`src/sv/srmt_pkg.sv`:
```
// Shared types and constants for the shape region membership test block.
// No dependencies; the design modules refer to it by scoped names.
`default_nettype none

package srmt_pkg;

  // Table size and derived pointer width
  localparam int unsigned NUM_ENTRIES = 8;
  localparam int unsigned IDX_W = (NUM_ENTRIES > 1) ? $clog2(NUM_ENTRIES) : 1;

  // Width of one saturated Q.8 quotient
  localparam int unsigned Q_W = 24;

  // Request codes
  localparam logic [1:0] REQ_WRITE    = 2'd0;
  localparam logic [1:0] REQ_TEST_ALL = 2'd1;
  localparam logic [1:0] REQ_TEST_ONE = 2'd2;

  // Shape kinds; the two unused codes behave as a line
  localparam logic [2:0] KIND_NONE     = 3'd0;
  localparam logic [2:0] KIND_LINE     = 3'd1;
  localparam logic [2:0] KIND_RECT     = 3'd2;
  localparam logic [2:0] KIND_CIRCLE   = 3'd3;
  localparam logic [2:0] KIND_PARABOLA = 3'd4;
  localparam logic [2:0] KIND_RHOMBUS  = 3'd5;

  // Shape constants: one half in Q.8, one quarter in Q.16
  localparam int Q_HALF      = 128;
  localparam int Q16_QUARTER = 16384;

  // One table entry as stored
  typedef struct packed {
    logic [2:0]         kind;
    logic signed [15:0] offset_x;
    logic signed [15:0] offset_y;
    logic [15:0]        scale_x;
    logic [15:0]        scale_y;
    logic               origin_side;
    logic               swap_axes;
  } entry_t;

endpackage

`default_nettype wire

```
`src/sv/srmt_req_if.sv`:
```
// Request channel: valid/ready handshake plus the request payload.
// Standalone; no package dependency.
`default_nettype none

interface srmt_req_if;
  logic               valid;
  logic               ready;
  logic [1:0]         req_type;
  logic [2:0]         entry_index;
  logic [2:0]         shape_kind;
  logic signed [15:0] offset_x;
  logic signed [15:0] offset_y;
  logic [15:0]        scale_x;
  logic [15:0]        scale_y;
  logic               origin_side;
  logic               swap_axes;
  logic signed [15:0] point_x;
  logic signed [15:0] point_y;

  modport source (
    output valid, req_type, entry_index, shape_kind, offset_x, offset_y,
           scale_x, scale_y, origin_side, swap_axes, point_x, point_y,
    input  ready
  );

  modport sink (
    input  valid, req_type, entry_index, shape_kind, offset_x, offset_y,
           scale_x, scale_y, origin_side, swap_axes, point_x, point_y,
    output ready
  );
endinterface

`default_nettype wire

```
`src/sv/srmt_res_if.sv`:
```
// Result channel: valid/ready handshake plus the two result bits.
// Standalone; no package dependency.
`default_nettype none

interface srmt_res_if;
  logic valid;
  logic ready;
  logic inside_res;
  logic entry_present;

  modport source (
    output valid, inside_res, entry_present,
    input  ready
  );

  modport sink (
    input  valid, inside_res, entry_present,
    output ready
  );
endinterface

`default_nettype wire

```
`src/sv/shape_region_membership_test_top.sv`:
```
// Shape region membership test, top level: entry table, sequencer, result reg.
// One item at a time; a loaded entry is run through two passes of the shared
// 24-step serial divider. Test-all visits each slot in turn and stops at the
// first miss. Synchronous rst clears the valid marks. Depends on srmt_pkg,
// both interfaces, srmt_div, srmt_shape.
`default_nettype none

module shape_region_membership_test_top (
  input  wire logic   clk,
  input  wire logic   rst,
  srmt_req_if.sink    req,
  srmt_res_if.source  res
);

  localparam int unsigned N  = srmt_pkg::NUM_ENTRIES;
  localparam int unsigned IW = srmt_pkg::IDX_W;
  localparam logic [IW-1:0] LAST = IW'(N - 1);

  typedef enum logic [9:0] {
    ST_IDLE    = 10'b0000000001,
    ST_SCAN    = 10'b0000000010,
    ST_FETCH   = 10'b0000000100,
    ST_START_U = 10'b0000001000,
    ST_WAIT_U  = 10'b0000010000,
    ST_START_V = 10'b0000100000,
    ST_WAIT_V  = 10'b0001000000,
    ST_SHAPE   = 10'b0010000000,
    ST_EVAL    = 10'b0100000000,
    ST_RESP    = 10'b1000000000
  } state_t;

  state_t                          state;
  logic [N-1:0]                    entry_valid;
  srmt_pkg::entry_t                entry_mem [N];
  srmt_pkg::entry_t                rd_entry;
  logic [IW-1:0]                   ptr;
  logic                            mode_all;
  logic signed [15:0]              px;
  logic signed [15:0]              py;
  logic signed [srmt_pkg::Q_W-1:0] u_q;
  logic signed [srmt_pkg::Q_W-1:0] v_q;
  logic                            res_inside;
  logic                            res_present;
  logic                            out_valid;
  logic                            out_inside;
  logic                            out_present;

  logic                            accept;
  logic                            in_range;
  logic [IW-1:0]                   idx_ptr;
  logic                            res_free;
  logic                            sel_v;
  logic                            use_px;
  logic signed [16:0]              div_delta;
  logic [15:0]                     div_scale;
  logic                            div_start;
  logic                            div_done;
  logic signed [srmt_pkg::Q_W-1:0] div_quot;
  logic                            shape_en;
  logic                            hit;

  // Handshakes
  assign req.ready         = (state == ST_IDLE);
  assign accept            = req.valid && req.ready;
  assign in_range          = (32'(req.entry_index) < N);
  assign idx_ptr           = IW'(req.entry_index);
  assign res_free          = !out_valid || res.ready;
  assign res.valid         = out_valid;
  assign res.inside_res    = out_inside;
  assign res.entry_present = out_present;

  // Divider operands: swap flag and current pass pick the axis
  assign sel_v     = (state == ST_START_V);
  assign use_px    = rd_entry.swap_axes ^ sel_v;
  assign div_delta = use_px ?
    ({px[15], px} - {rd_entry.offset_y[15], rd_entry.offset_y}) :
    ({py[15], py} - {rd_entry.offset_x[15], rd_entry.offset_x});
  assign div_scale = sel_v ? rd_entry.scale_y : rd_entry.scale_x;
  assign div_start = (state == ST_START_U) || (state == ST_START_V);
  assign shape_en  = (state == ST_SHAPE);

  srmt_div u_div (
    .clk   (clk),
    .rst   (rst),
    .start (div_start),
    .delta (div_delta),
    .scale (div_scale),
    .done  (div_done),
    .quot  (div_quot)
  );

  srmt_shape u_shape (
    .clk         (clk),
    .en          (shape_en),
    .kind        (rd_entry.kind),
    .u           (u_q),
    .v           (v_q),
    .origin_side (rd_entry.origin_side),
    .hit         (hit)
  );

  // Entry table: one write port, registered read at the pointer
  always_ff @(posedge clk) begin
    if (accept && (req.req_type == srmt_pkg::REQ_WRITE) && in_range) begin
      entry_mem[idx_ptr] <= '{kind:        req.shape_kind,
                              offset_x:    req.offset_x,
                              offset_y:    req.offset_y,
                              scale_x:     req.scale_x,
                              scale_y:     req.scale_y,
                              origin_side: req.origin_side,
                              swap_axes:   req.swap_axes};
    end
    rd_entry <= entry_mem[ptr];
  end

  // Sequencer and control state
  always_ff @(posedge clk) begin
    if (rst) begin
      state       <= ST_IDLE;
      entry_valid <= '0;
      out_valid   <= 1'b0;
    end else begin
      // Result register: set when leaving RESP, cleared on transfer
      if ((state == ST_RESP) && res_free) begin
        out_valid <= 1'b1;
      end else if (res.valid && res.ready) begin
        out_valid <= 1'b0;
      end
      case (state)
        ST_IDLE: begin
          if (accept) begin
            case (req.req_type)
              srmt_pkg::REQ_WRITE: begin
                if (in_range) begin
                  entry_valid[idx_ptr] <= 1'b1;
                end
                state <= ST_RESP;
              end
              srmt_pkg::REQ_TEST_ALL: state <= ST_SCAN;
              srmt_pkg::REQ_TEST_ONE: begin
                state <= (in_range && entry_valid[idx_ptr]) ? ST_FETCH : ST_RESP;
              end
              default: state <= ST_RESP;
            endcase
          end
        end
        ST_SCAN: begin
          if (entry_valid[ptr]) begin
            state <= ST_FETCH;
          end else if (ptr == LAST) begin
            state <= ST_RESP;
          end
        end
        ST_FETCH:   state <= ST_START_U;
        ST_START_U: state <= ST_WAIT_U;
        ST_WAIT_U: begin
          if (div_done) begin
            state <= ST_START_V;
          end
        end
        ST_START_V: state <= ST_WAIT_V;
        ST_WAIT_V: begin
          if (div_done) begin
            state <= ST_SHAPE;
          end
        end
        ST_SHAPE: state <= ST_EVAL;
        ST_EVAL: begin
          state <= (!mode_all || !hit || (ptr == LAST)) ? ST_RESP : ST_SCAN;
        end
        ST_RESP: begin
          if (res_free) begin
            state <= ST_IDLE;
          end
        end
        default: state <= ST_IDLE;
      endcase
    end
  end

  // Datapath registers
  always_ff @(posedge clk) begin
    case (state)
      ST_IDLE: begin
        if (accept) begin
          mode_all    <= (req.req_type == srmt_pkg::REQ_TEST_ALL);
          ptr         <= (req.req_type == srmt_pkg::REQ_TEST_ALL) ? '0 : idx_ptr;
          px          <= req.point_x;
          py          <= req.point_y;
          res_inside  <= (req.req_type == srmt_pkg::REQ_TEST_ALL);
          res_present <= (req.req_type == srmt_pkg::REQ_TEST_ONE) ?
                         (in_range && entry_valid[idx_ptr]) : 1'b1;
        end
      end
      ST_SCAN: begin
        if (!entry_valid[ptr] && (ptr != LAST)) begin
          ptr <= ptr + 1'b1;
        end
      end
      ST_WAIT_U: begin
        if (div_done) begin
          u_q <= div_quot;
        end
      end
      ST_WAIT_V: begin
        if (div_done) begin
          v_q <= div_quot;
        end
      end
      ST_EVAL: begin
        res_inside <= mode_all ? (res_inside && hit) : hit;
        if (mode_all && hit && (ptr != LAST)) begin
          ptr <= ptr + 1'b1;
        end
      end
      ST_RESP: begin
        if (res_free) begin
          out_inside  <= res_inside;
          out_present <= res_present;
        end
      end
      default: begin
      end
    endcase
  end

  // Checks
  a_div_done_wait: assert property (@(posedge clk) disable iff (rst)
    div_done |-> (state == ST_WAIT_U || state == ST_WAIT_V))
    else $error("divider finished outside a wait state");

  a_missing_outside: assert property (@(posedge clk) disable iff (rst)
    (res.valid && !res.entry_present) |-> !res.inside_res)
    else $error("missing entry reported as inside");

  a_eval_after_shape: assert property (@(posedge clk) disable iff (rst)
    (state == ST_EVAL) |-> ($past(state) == ST_SHAPE))
    else $error("evaluation without a shape step");

endmodule

`default_nettype wire

```
`src/sv/srmt_div.sv`:
```
// Shared bit-serial divider: (delta * 256) / scale, truncated toward zero
// and saturated to a signed Q_W-bit value. Depends on srmt_pkg.
`default_nettype none

module srmt_div (
  input  wire logic                              clk,
  input  wire logic                              rst,
  input  wire logic                              start,
  input  wire logic signed [16:0]                delta,
  input  wire logic [15:0]                       scale,
  output logic                                   done,
  output logic signed [srmt_pkg::Q_W-1:0]        quot
);

  localparam int unsigned CNT_W = $clog2(srmt_pkg::Q_W);
  localparam logic [srmt_pkg::Q_W-1:0] POS_LIM = {1'b0, {(srmt_pkg::Q_W-1){1'b1}}};
  localparam logic [srmt_pkg::Q_W-1:0] NEG_LIM = {1'b1, {(srmt_pkg::Q_W-1){1'b0}}};

  logic                      busy;
  logic                      fin;
  logic [CNT_W-1:0]          cnt;
  logic                      neg;
  logic                      zero;
  logic [srmt_pkg::Q_W-1:0]  num;
  logic [15:0]               rem;
  logic [15:0]               dvs;

  logic [16:0]               delta_mag;
  logic [16:0]               rem_sh;
  logic [16:0]               rem_diff;
  logic                      ge;
  logic [srmt_pkg::Q_W-1:0]  sat_mag;
  logic [srmt_pkg::Q_W-1:0]  quot_next;

  // Operand magnitude; |delta| never exceeds 16 bits
  assign delta_mag = delta[16] ? 17'(-delta) : 17'(delta);

  // One restoring step: shift in the next numerator bit, try subtract
  assign rem_sh   = {rem, num[srmt_pkg::Q_W-1]};
  assign rem_diff = rem_sh - {1'b0, dvs};
  assign ge       = (rem_sh >= {1'b0, dvs});

  // Sign and saturation; a zero numerator gives zero even for zero scale
  always_comb begin
    if (neg) begin
      sat_mag   = (num > NEG_LIM) ? NEG_LIM : num;
      quot_next = srmt_pkg::Q_W'(-sat_mag);
    end else begin
      sat_mag   = (num > POS_LIM) ? POS_LIM : num;
      quot_next = sat_mag;
    end
    if (zero) begin
      quot_next = '0;
    end
  end

  // Control
  always_ff @(posedge clk) begin
    if (rst) begin
      busy <= 1'b0;
      fin  <= 1'b0;
      done <= 1'b0;
      cnt  <= '0;
    end else begin
      done <= 1'b0;
      if (start) begin
        busy <= 1'b1;
        cnt  <= '0;
      end else if (busy) begin
        cnt <= cnt + 1'b1;
        if (cnt == CNT_W'(srmt_pkg::Q_W - 1)) begin
          busy <= 1'b0;
          fin  <= 1'b1;
        end
      end else if (fin) begin
        fin  <= 1'b0;
        done <= 1'b1;
      end
    end
  end

  // Datapath: quotient bits shift into the numerator register
  always_ff @(posedge clk) begin
    if (start) begin
      neg  <= delta[16];
      zero <= (delta == '0);
      num  <= {delta_mag[15:0], 8'b0};
      rem  <= '0;
      dvs  <= scale;
    end else if (busy) begin
      num <= {num[srmt_pkg::Q_W-2:0], ge};
      rem <= ge ? rem_diff[15:0] : rem_sh[15:0];
    end
    if (fin) begin
      quot <= quot_next;
    end
  end

endmodule

`default_nettype wire

```
`src/sv/srmt_shape.sv`:
```
// Shape evaluator: tests (u, v) against one shape kind and compares with
// the side holding the origin; result registered. Depends on srmt_pkg.
`default_nettype none

module srmt_shape (
  input  wire logic                              clk,
  input  wire logic                              en,
  input  wire logic [2:0]                        kind,
  input  wire logic signed [srmt_pkg::Q_W-1:0]   u,
  input  wire logic signed [srmt_pkg::Q_W-1:0]   v,
  input  wire logic                              origin_side,
  output logic                                   hit
);

  localparam logic signed [srmt_pkg::Q_W-1:0] HALF = srmt_pkg::Q_W'(srmt_pkg::Q_HALF);
  localparam logic signed [srmt_pkg::Q_W+1:0] HALF_W =
    (srmt_pkg::Q_W+2)'(srmt_pkg::Q_HALF);

  logic [srmt_pkg::Q_W-1:0]          au;
  logic [srmt_pkg::Q_W-1:0]          av;
  logic signed [srmt_pkg::Q_W+1:0]   u_w;
  logic signed [srmt_pkg::Q_W+1:0]   v_w;
  logic                              u_box;
  logic                              v_box;
  logic [13:0]                       sq_u;
  logic [13:0]                       sq_v;
  logic [14:0]                       sq_sum;
  logic [31:0]                       prod;
  logic                              in_rect;
  logic                              in_circle;
  logic                              in_parab;
  logic                              in_rhomb;
  logic                              in_line;
  logic                              shape_in;
  logic                              origin_in;

  assign au  = u[srmt_pkg::Q_W-1] ? srmt_pkg::Q_W'(-u) : u;
  assign av  = v[srmt_pkg::Q_W-1] ? srmt_pkg::Q_W'(-v) : v;
  assign u_w = {{2{u[srmt_pkg::Q_W-1]}}, u};
  assign v_w = {{2{v[srmt_pkg::Q_W-1]}}, v};

  // Box |u| < 0.5, |v| < 0.5
  assign u_box   = (u < HALF) && (u > -HALF);
  assign v_box   = (v < HALF) && (v > -HALF);
  assign in_rect = u_box && v_box;

  // Circle can only hit inside the box, where both magnitudes fit 7 bits
  assign sq_u      = au[6:0] * au[6:0];
  assign sq_v      = av[6:0] * av[6:0];
  assign sq_sum    = {1'b0, sq_u} + {1'b0, sq_v};
  assign in_circle = in_rect && (sq_sum < 15'(srmt_pkg::Q16_QUARTER));

  // Parabola v*256 < u*u; negative v or |u| >= 2^16 always hits
  assign prod     = au[15:0] * au[15:0];
  assign in_parab = v[srmt_pkg::Q_W-1] || (au[srmt_pkg::Q_W-1:16] != '0) ||
                    ({1'b0, v[22:0], 8'b0} < prod);

  // Rhombus: four half-planes
  assign in_rhomb = (v_w < u_w + HALF_W) && (v_w >= u_w - HALF_W) &&
                    (v_w < HALF_W - u_w) && (v_w >= -u_w - HALF_W);

  assign in_line = (v < u);

  always_comb begin
    case (kind)
      srmt_pkg::KIND_NONE:     shape_in = 1'b0;
      srmt_pkg::KIND_RECT:     shape_in = in_rect;
      srmt_pkg::KIND_CIRCLE:   shape_in = in_circle;
      srmt_pkg::KIND_PARABOLA: shape_in = in_parab;
      srmt_pkg::KIND_RHOMBUS:  shape_in = in_rhomb;
      default:                 shape_in = in_line;
    endcase
  end

  // Shapes that contain (0, 0)
  assign origin_in = (kind == srmt_pkg::KIND_RECT) || (kind == srmt_pkg::KIND_CIRCLE) ||
                     (kind == srmt_pkg::KIND_RHOMBUS);

  always_ff @(posedge clk) begin
    if (en) begin
      hit <= (shape_in == (origin_in == origin_side));
    end
  end

endmodule

`default_nettype wire
```
`src/flat_wrapper.sv`:
```
// flat-port wrapper written by rule: the top's interface ports become plain ports
module shape_region_membership_test_top_flat 
  (clk, rst, req_valid, req_req_type, req_entry_index, req_shape_kind, req_offset_x, req_offset_y, req_scale_x, req_scale_y, req_origin_side, req_swap_axes, req_point_x, req_point_y, req_ready, res_valid, res_inside_res, res_entry_present, res_ready);
  srmt_req_if req_i ();
  srmt_res_if res_i ();
  input  wire logic clk;
  input  wire logic rst;
  input wire logic [$bits(req_i.valid)-1:0] req_valid;
  input wire logic [$bits(req_i.req_type)-1:0] req_req_type;
  input wire logic [$bits(req_i.entry_index)-1:0] req_entry_index;
  input wire logic [$bits(req_i.shape_kind)-1:0] req_shape_kind;
  input wire logic [$bits(req_i.offset_x)-1:0] req_offset_x;
  input wire logic [$bits(req_i.offset_y)-1:0] req_offset_y;
  input wire logic [$bits(req_i.scale_x)-1:0] req_scale_x;
  input wire logic [$bits(req_i.scale_y)-1:0] req_scale_y;
  input wire logic [$bits(req_i.origin_side)-1:0] req_origin_side;
  input wire logic [$bits(req_i.swap_axes)-1:0] req_swap_axes;
  input wire logic [$bits(req_i.point_x)-1:0] req_point_x;
  input wire logic [$bits(req_i.point_y)-1:0] req_point_y;
  output wire logic [$bits(req_i.ready)-1:0] req_ready;
  output wire logic [$bits(res_i.valid)-1:0] res_valid;
  output wire logic [$bits(res_i.inside_res)-1:0] res_inside_res;
  output wire logic [$bits(res_i.entry_present)-1:0] res_entry_present;
  input wire logic [$bits(res_i.ready)-1:0] res_ready;
  assign req_i.valid = req_valid;
  assign req_i.req_type = req_req_type;
  assign req_i.entry_index = req_entry_index;
  assign req_i.shape_kind = req_shape_kind;
  assign req_i.offset_x = req_offset_x;
  assign req_i.offset_y = req_offset_y;
  assign req_i.scale_x = req_scale_x;
  assign req_i.scale_y = req_scale_y;
  assign req_i.origin_side = req_origin_side;
  assign req_i.swap_axes = req_swap_axes;
  assign req_i.point_x = req_point_x;
  assign req_i.point_y = req_point_y;
  assign req_ready = req_i.ready;
  assign res_valid = res_i.valid;
  assign res_inside_res = res_i.inside_res;
  assign res_entry_present = res_i.entry_present;
  assign res_i.ready = res_ready;
  shape_region_membership_test_top u_core (.clk(clk), .rst(rst), .req(req_i), .res(res_i));
endmodule
```
`config.mk`:
```
export PLATFORM = sky130hd
export DESIGN_NAME = shape_region_membership_test_top_flat
export DESIGN_NICKNAME = d
export VERILOG_FILES = /design/src/sv/srmt_pkg.sv /design/src/sv/srmt_req_if.sv /design/src/sv/srmt_res_if.sv /design/src/sv/shape_region_membership_test_top.sv /design/src/sv/srmt_div.sv /design/src/sv/srmt_shape.sv /design/src/flat_wrapper.sv
export SDC_FILE = /design/constraint.sdc
export NUM_CORES = 2
export LEC_CHECK = 0
export BUFFER_PORTS_ARGS = -buffer_cell sky130_fd_sc_hd__buf_2
export CAP_MARGIN = 20
export CORE_AREA = 2 2 288 290
export CTS_CLUSTER_SIZE = 25
export DETAILED_ROUTE_END_ITERATION = 6
export DIE_AREA = 0 0 290 292
export GPL_TIMING_DRIVEN = 0
export PLACE_DENSITY = 0.72
export SYNTH_ARGS = -nofsm -noshare
export SYNTH_HDL_FRONTEND = slang
export SYNTH_SLANG_ARGS = --single-unit
export TNS_END_PERCENT = 30
```
`constraint.sdc`:
```
create_clock -name clk -period 19.3 [get_ports clk]
set_clock_uncertainty 0.2 [all_clocks]
set_input_delay 3.86 -clock clk [delete_from_list [all_inputs] [get_ports clk]]
set_output_delay 3.86 -clock clk [all_outputs]
set_load 0.02 [all_outputs]
```
==> impl_results.md <==
- Run status: finished clean
- Clk sinks: around 820
- CP max-delay cell: o21ai_0
- Fin. max-slew vios: 0
- Post-DP Area: between 40000 and 50000 µm²
- Initial drt markers: roughly 2.6k
- Leakage Power: ~20 nW
- Final RePlAce weighted congestion: between 0.9 and 1
- Fraction of registers with async set/reset: 0%
- Slew HR: 25.6%
- Fmax: about 77 MHz
- First-pass GRT wire length: ~170000 µm
- Max Cap Viol: 0
- Critical Path RT: around 19 ns
- GRT Overall Usage: approximately a quarter
- # rows: around 110
- Fin area: around 52000 µm²
- Layout cells sized above 1: ~14%
- CTS tree: built
- Utilization after layout: 64.2%
- CTS HTree Levels: 3
- Post-synth cell types: 89
- Setup TNS: 0 ns
- Cts repair resizes: 0
- Final ANT Viol Nets: 0
- Post-synthesis sequential area ratio: roughly half
- Syn avg cell area: roughly 13 µm²
- Die area: about 85000 µm²
- EDFF count, synth: between 600 and 700
- Pwr Density: between 100 and 150 nW/µm²
- Syn Nets: around 4.3k
- RSZ-0062 raised after global routing: false
- Max incr delay on CP: 0.68 ns
- Startpoint types: flop
- Crit path max fanout: 10
- CTS Root Cell: clkbuf_16
- Post-CTS setup buffers: 0
- HPWL Detailed: 80100 µm
- Critical path class: flop to flop
- Final Cycle Share: 67.5%
- Fillers: between 5k and 6k
- Die Wd: about 290 µm
- Initial antenna violation count: 10
- WP data arrival: about 13 ns
- Pin count of the biggest net entering global routing: 38
- Post-Syn Instances: between 3k and 4k
- Global route overflow: 0
- Clk_lat worst skew: 0.61 ns
- DP Worst Slack: 6.35 ns
- Most used cell along the critical path: inv_1
- Final hold vios: 0
- Critical Path End Type: flop
- Worst-margin pin slew: around 1.1 ns
- CORE AREA: around 82000 µm²
- Yosys reg bits: about 820
- Dominant synthesized flop cell: edfxtp_1
- Net total in the final layout: around 4.6k
- Wirelength per Cell: 21.4 µm
- Clock transition at path regs: 0.07 ns
- DR vias: slightly below 30k
- DR DRC count: 0
- Drt total wl: ~110000 µm
- Syn Std Cell Area: between 40000 and 50000 µm²
- Post-layout min period: between 10 and 15 ns
- Inserted Clock Buffers: 73
- Post-CTS Hold Fix Bufs: 0
- Vias in the first global route: about 31k
- Clock Path Buffers: 3
- Pre-antenna DRT Iters: 6
- Peak supply drop: between 0.1 and 0.15 mV
- PortBufs: 112
- Commonest non-fill, non-tap cell in the layout: edfxtp_1
- Finish-stage setup viols: 0
- Boundary Pins: ~110
- Chip height: 292 µm
- Worst hold margin: around 0.23 ns
- Synth-to-layout area growth: 11.3%
- PnR worst setup slack: ~6.3 ns
- Via density per instance: between 5 and 6
- Most frequent cells in the layout: 699 x edfxtp_1, 390 x inv_1, 333 x ha_1, 251 x nor2_1, 225 x nand2_1
- Worst min path class: flop to flop
- Initial Util: slightly below 60%
- YS warnings: 0
-- Yosys cell counts (8+ instances only) --
cell type / instances / area (µm²)
clkinv_1: 15 / 56.3
ha_1: 333 / 4170
a211oi_1: 27 / 203
nor3_1: 61 / 305
a211o_1: 8 / 70.1
nand2_1: 225 / 845
clkbuf_1: 89 / 334
and2_1: 14 / 87.6
nand3_1: 78 / 390
dfxtp_1: 120 / 2400
nor2b_1: 19 / 119
or3_1: 16 / 100
o21ai_0: 135 / 676
nand2b_1: 30 / 188
a2111oi_0: 8 / 70.1
o31ai_1: 15 / 113
xnor2_1: 135 / 1180
inv_1: 390 / 1460
or2_2: 20 / 125
nand3b_1: 11 / 82.6
buf_1: 17 / 63.8
a21o_1: 39 / 293
and3_1: 10 / 62.6
nand4_1: 37 / 231
o21bai_1: 11 / 82.6
a21oi_1: 147 / 736
o21a_1: 15 / 113
o2111ai_1: 8 / 70.1
mux4_2: 142 / 3200
xor2_1: 35 / 307
edfxtp_1: 699 / 21000
nor4_1: 26 / 163
mux2_2: 87 / 980
a31oi_1: 21 / 131
o211ai_1: 15 / 113
nor2_1: 257 / 965
fa_1: 212 / 4240
mux2i_1: 27 / 270
-- routing by layer --
metal	wire length, µm	part of all wire, %	track usage [%]
met4	3290	3.0	8.49
met5	102	0.094	0
met2	54700	51	45.5
met3	5550	5.1	2.96
met1	44400	41	33.9
-- final timing paths --
| kind | endpoint | slack [ns] | startpoint | depth (start not counted) |
|---|---|---|---|---|
| setup / recovery | u_core.u_shape.hit | 6.27 | u_core.u_q[0] | 42 |
| setup reg to reg | u_core.u_shape.hit | 6.27 | u_core.u_q[0] | 42 |
| hold / removal | u_core.res.entry_present | 0.23 | u_core.res_present | 0 |
| hold reg to reg | u_core.res.entry_present | 0.23 | u_core.res_present | 0 |
-- registers in the layout, summed over array words and instances, names as in the netlist, 3 cells and up --
signal and count:
u_core.u_div.num 24, u_core.py 16, u_core.u_div.cnt 5, u_core.v_q 24, u_core.state 10, u_core.ptr 3
u_core.rd_entry 69, u_core.px 16, u_core.u_div.quot 24, u_core.u_div.dvs 16, u_core.entry_mem 552, u_core.u_q 24
u_core.u_div.rem 16, u_core.entry_valid 8
-- worst max-delay path: cells and delay by family, from the launching register on --
family / cells / cell delay (ns)
AOI/OAI and AO/OA: 13 / 3.36
xor gates and xnor gates: 3 / 1.15
adders and majority gates: 9 / 4.00
and+or+nand+nor: 6 / 1.25
buffers and inverters: 11 / 2.28
DFF: 1 / 0.57
-- area by class of cell --
cell class	instances	area (µm²)	share of cell area (%)
inverters	407	1530	2.91
clock buffers	87	1940	3.70
diodes	1	2.50	0.00477
flip-flops and latches	819	23400	44.6
well taps	1070	1340	2.55
plain buffers	117	474	0.905
multi-input cells	2332	21700	41.5
clock inverters	49	662	1.26
repair buffers	162	1340	2.55
-- per-stage QoR --
stage	cells	total power [mW]
detailed placement	4900	3.90
finish	5044	5.44
floorplan	3675	3.44
global placement	4857	3.86
CTS	5036	5.46
global route	5044	5.70
-- logic make-up (layout without fill, tap and decap cells) --
group	after synthesis	count (layout)	synth area share, %
xor+xnor	172	172	3.23
fa+ha+maj	546	546	17.9
simple gates	842	842	8.54
mux	256	256	9.45
buf+inv	524	822	4.25
other cells	0	1	0
flops	819	819	49.7
compound gates	516	516	6.95
-- where the power goes --
group / switching, mW / internal (mW)
Clock: 0.643 / 0.918
Sequential: 0.0705 / 2.08
Combinational: 0.940 / 0.790
Note: power is estimated with default switching activity, not from simulation.
